**src/rtl/core/rfo_pkg.sv**
```systemverilog
package rfo_pkg;

  localparam int unsigned POS_W   = 20;  // signed Q12.8 position
  localparam int unsigned DIM_W   = 19;  // unsigned Q11.8 size
  localparam int unsigned COLOR_W = 8;
  localparam int unsigned RD_W    = 9;   // read address fields
  localparam int unsigned CFG_W   = 10;  // widest config register
  localparam int unsigned SUM_W   = 22;  // position plus size, with headroom

  typedef enum logic [1:0] {
    MODE_FILL    = 2'd0,
    MODE_OUTLINE = 2'd1,
    MODE_READ    = 2'd2,
    MODE_CLEAR   = 2'd3
  } mode_e;

  typedef enum logic [1:0] {
    ST_OK        = 2'd0,
    ST_SIZE_ERR  = 2'd1,
    ST_RANGE_ERR = 2'd2
  } status_e;

  localparam logic [1:0] REG_CANVAS_W = 2'd0;
  localparam logic [1:0] REG_CANVAS_H = 2'd1;
  localparam logic [1:0] REG_BG       = 2'd2;

  // Integer pixel bound currently being worked out by the bound unit
  typedef enum logic [1:0] {
    BND_X_LO = 2'd0,
    BND_X_HI = 2'd1,
    BND_Y_LO = 2'd2,
    BND_Y_HI = 2'd3
  } bnd_step_e;

endpackage

```
**src/rtl/core/rfo_bound_unit.sv**
```systemverilog
// Shared add and shift: turns one fixed-point edge into an integer pixel bound.
// Low edges round up (ceil), high edges round down (floor).
module rfo_bound_unit #(
  parameter int unsigned FRAC_BITS = 8
) (
  input  rfo_pkg::bnd_step_e                step_i,
  input  logic signed [rfo_pkg::POS_W-1:0]  rect_x_i,
  input  logic signed [rfo_pkg::POS_W-1:0]  rect_y_i,
  input  logic        [rfo_pkg::DIM_W-1:0]  rect_width_i,
  input  logic        [rfo_pkg::DIM_W-1:0]  rect_height_i,
  output logic signed [rfo_pkg::SUM_W-1:0]  bound_o
);
  import rfo_pkg::*;

  localparam logic [DIM_W-1:0] RoundUp = DIM_W'((1 << FRAC_BITS) - 1);

  logic signed [POS_W-1:0] base;
  logic        [DIM_W-1:0] addend;
  logic signed [SUM_W-1:0] sum;

  always_comb begin
    unique case (step_i)
      BND_X_LO: begin
        base   = rect_x_i;
        addend = RoundUp;
      end
      BND_X_HI: begin
        base   = rect_x_i;
        addend = rect_width_i;
      end
      BND_Y_LO: begin
        base   = rect_y_i;
        addend = RoundUp;
      end
      BND_Y_HI: begin
        base   = rect_y_i;
        addend = rect_height_i;
      end
      default: begin
        base   = rect_x_i;
        addend = RoundUp;
      end
    endcase
  end

  assign sum     = SUM_W'(base) + $signed(SUM_W'(addend));
  assign bound_o = sum >>> FRAC_BITS;

endmodule

```
**config.mk**
```make
export PLATFORM = sky130hd
export DESIGN_NAME = rfo_bound_unit
export DESIGN_NICKNAME = d
export VERILOG_FILES = /design/src/rtl/core/rfo_pkg.sv /design/src/rtl/core/rfo_bound_unit.sv
export SDC_FILE = /design/constraint.sdc
export NUM_CORES = 1
export LEC_CHECK = 0
export BUFFER_PORTS_ARGS = -buffer_cell sky130_fd_sc_hd__buf_2
export CAP_MARGIN = 40
export CORE_ASPECT_RATIO = 0.8
export CORE_MARGIN = 8
export CORE_UTILIZATION = 39
export DETAILED_ROUTE_END_ITERATION = 12
export PLACE_DENSITY = 0.82
export SETUP_SLACK_MARGIN = 0.3
export SLEW_MARGIN = 25
export SYNTH_ARGS = -nofsm -noshare
export SYNTH_HDL_FRONTEND = slang
export SYNTH_SLANG_ARGS = --single-unit
```
**constraint.sdc**
```tcl
create_clock -name vclk -period 4.3
set_input_delay 0.645 -clock vclk [all_inputs]
set_output_delay 0.645 -clock vclk [all_outputs]
set_load 0.005 [all_outputs]
```
-- Yosys cells after proc, flatten, opt, wreduce, memory -nomap -nowiden
Index checks and enable logic that the tools add are counted.
- register bits after elaboration: 0
- input port bits: 80
- output and inout bits: 22
- logic and storage cells: 10
- add/sub/neg operators: 1
- equal/unequal tests: 3
- muxes and demuxes: 2
- reductions and logical operators: 4
- operators with widths (operator ; number):
    $pmux W19 S3 ; 1
    $pmux W20 S2 ; 1
    $add A20 B20 Y21 ; 1
    $reduce_or A2 Y1 ; 3
    $eq A2 B2 Y1 const B ; 2
    $eq A2 B1 Y1 const B ; 1
    $logic_not A2 Y1 ; 1

-- Depth between registers and ports, before layout
- depth after elaboration: 4
- gate-level depth with buffers: 13
- mapped depth without buffers: 10

-- Least setup slack after synthesis
Ideal clock, no wire load.
- path type: input port to output port
- start point: input port step_i[1]
- end point: output port bound_o[13] in the netlist's numbering
- data arrival time: 3928 ps
- required time: 3655 ps
- setup slack: -273 ps
- cell stages on the path: 11
- cells stage by stage: buf_1 -> clkbuf_1 -> mux2_2 -> ha_1 -> a2111oi_0 -> nand2b_1 -> a21oi_1 -> o21bai_1 -> a221oi_1 -> nor2b_1 -> buf_4
- cells in the longest elaborated chain, start to end: 4
- elaborated cells between the ends (all ways): 10
- ends and longest elaborated chain (element ; RTL line ; source):
    start: declaration ; rfo_bound_unit.sv:6 ; input rfo_pkg::bnd_step_e step_i,
    $eq A2 B2 Y1, or another cell as far along ; rfo_bound_unit.sv:22 ; unique case (step_i)
    $reduce_or A2 Y1 (no source line) ; -- ;
    $pmux W19 S3 / $pmux W20 S2 (equally long branches) ; rfo_bound_unit.sv:22 ;
    $add A20 B20 Y21 (*) ; rfo_bound_unit.sv:46 ; assign sum = SUM_W'(base) + $signed(SUM_W'(addend));
    end: declaration ; rfo_bound_unit.sv:11 ; output logic signed [rfo_pkg::SUM_W-1:0] bound_o
Every way passes the cells marked *; elsewhere a longest branch is shown, timed or not.

-- Worst setup path in the final report
- start point: input port step_i[1]
- end point: output port bound_o[9] in the netlist's numbering
Same word-level chain as after synthesis.

==> results_dict.tcl <==
set metrics [dict create \
    grt_pass1_vias 1480 \
    die_area_um2 5591 \
    synthCells 167 \
    ys_types 40 \
    final_cell_mix "buf_2, mux2i_1, mux2_2, ha_1" \
    row_count 19 \
    overflow 0 \
    grt_pass1_wl_um 6486 \
    power_density_nw_per_um2 155.6 \
    max_cap_violations 0 \
    finalSetupViolCount 0 \
    path_max_fanout 18 \
    totalWireLength_um 4697 \
    first_pass_iters 4 \
    diodes 0 \
    die_y_um 68.50 \
    leakage_nw 1.039 \
    hold_class "input pin to output pin" \
    port_buffers 102 \
    grt_max_degree 21 \
    antenna_left 0 \
    io_pins 102 \
    cp.required_ps 3650 \
    outcome "complete, no violations" \
    layout.nets 361 \
    synth_top_area_share_pct 16.76 \
    layout-drive-gt1-share_pct 53.64 \
    cp.arrival_ps 3200 \
    gp_congestion 0.8751 \
    area_growth_pct 44.04 \
    via_per_inst 5.310 \
    finalCritPeriodShare_pct 89.45 \
    ys_warn_count 0 \
    ctsHoldBuffers 0 \
    slew_viol_final 0 \
    syn_area_um2 1344 \
    setup_tns_ps 0 \
    layout.area.seq_um2 0 \
    holdWs_ps 1844 \
    drt_iter0_markers 41 \
    finalWorstSetupSlack_ps 453.6 \
    rsz0062_at_grt "no" \
    hpwl_um 3910 \
    place_area_um2 1862 \
    cp-start-kind "input pin" \
    initial_utilization_pct 39.81 \
    multi_input_area_um2 1299 \
    fin_area_um2 1936 \
    final_common_cell "buf_2" \
    seq_area_frac_synth_pct 0 \
    ir_drop_v 0.00007505 \
    relSlewSlack_pct 61.49 \
    yosysTopAreaCell "ha_1" \
    n_fill_cell 332 \
    postSynthAreaPerCell_um2 8.047 \
    tightest_slew_ps 561.6 \
    clkbuf_count 0 \
    fin_crit_ps 3846 \
    grt_usage_pct 14.00 \
    core-area_um2 3376 \
    hold_viol 0 \
    endpoint_kind "output pin" \
    seq_cell_count 0 \
    synth.area.top_cells "ha_1, mux2_2, mux2i_1" \
    fmax_ghz 0.2600 \
    syn-num-nets 265 \
    dp_slack_ps 110.0 \
    vias 1609 \
    drc 0 \
    die_w_um 81.63 \
    antenna_found_initial 0 \
    critPathKind "input pin to output pin" \
    drt-wirelength-per-cell_um 15.50 \
]
[worst max-delay path, stage by stage]
cell	delay, ps
buf_8	150
buf_4	160
mux2_2	330
ha_1	380
a21oi_2	170
o21ai_0	90
a21o_1	180
a31o_2	240
a31o_4	270
a2111o_1	400
nand4_1	70
buf_2	110
[final timing paths]
| check | from | endpoint | slack (ps) | depth (start not counted) |
|---|---|---|---|---|
| setup / recovery | step_i[1] | bound_o[9] | 450 | 12 |
| hold / removal | rect_x_i[19] | bound_o[20] | 1840 | 4 |
[final cells by class]
class                           count  area share, %
Multi-Input combinational cell    149          67.10
Inverter                            3         0.5818
Tap cell                           42          2.715
Timing Repair Buffer              109          29.61
[repair_timing]
item | CTS | global route
pin swaps | 0 | 4
gates cloned | 0 | 1
buffers inserted | 0 | 1
gates resized for setup | 2 | 12
setup endpoints to repair | 13 | 17
endpoints found under the hold margin | 0 | 0
[Yosys cell counts, drive strengths merged (2+ instances only)]
library cell and count:
mux2i 19, ha 18, mux2 18, buf 14, nor2b 13, nand2 12
a21oi 10, xor2 7, o21ai 5, a211oi 4, a21o 4, nand4 4
nor2 4, o21bai 4, inv 3, nand2b 3, xnor2 3, a31o 2
clkbuf 2, nor3 2
[cell families after synthesis]
family,Yosys count,synth area share (%)
multiplexers,37,29.24
AND/OR/NAND/NOR,44,17.60
AO/OA/AOI/OAI,39,21.70
buffers and inverters,19,8.193
XOR/XNOR,10,6.518
adder cells (fa/ha/maj),18,16.76
[where the power goes]
part	switching, mW	total [mW]	internal, mW
clock	0	0	0
sequential	0	0	0
combinational	0.148	0.301	0.153
[per-stage QoR]
step	power, mW	utilization, %	instances
after floorplan	0.1855	-	167
after global placement	0.2763	55.15	301
after detailed placement	0.2810	55.15	301
after CTS	0.2848	55.41	301
after global routing	0.3319	57.34	303
final	0.3012	57.34	303
[routing by layer]
layer  global-route usage [%]  vias to the layer above  wire length, µm
met5                        0                        -                0
met4                    1.310                        0               49
met3                    1.813                        6              357
met2                    27.95                       51             2504
met1                    15.99                      744             1786
li1                         -                      808                -
(Power assumes the default switching activity.)
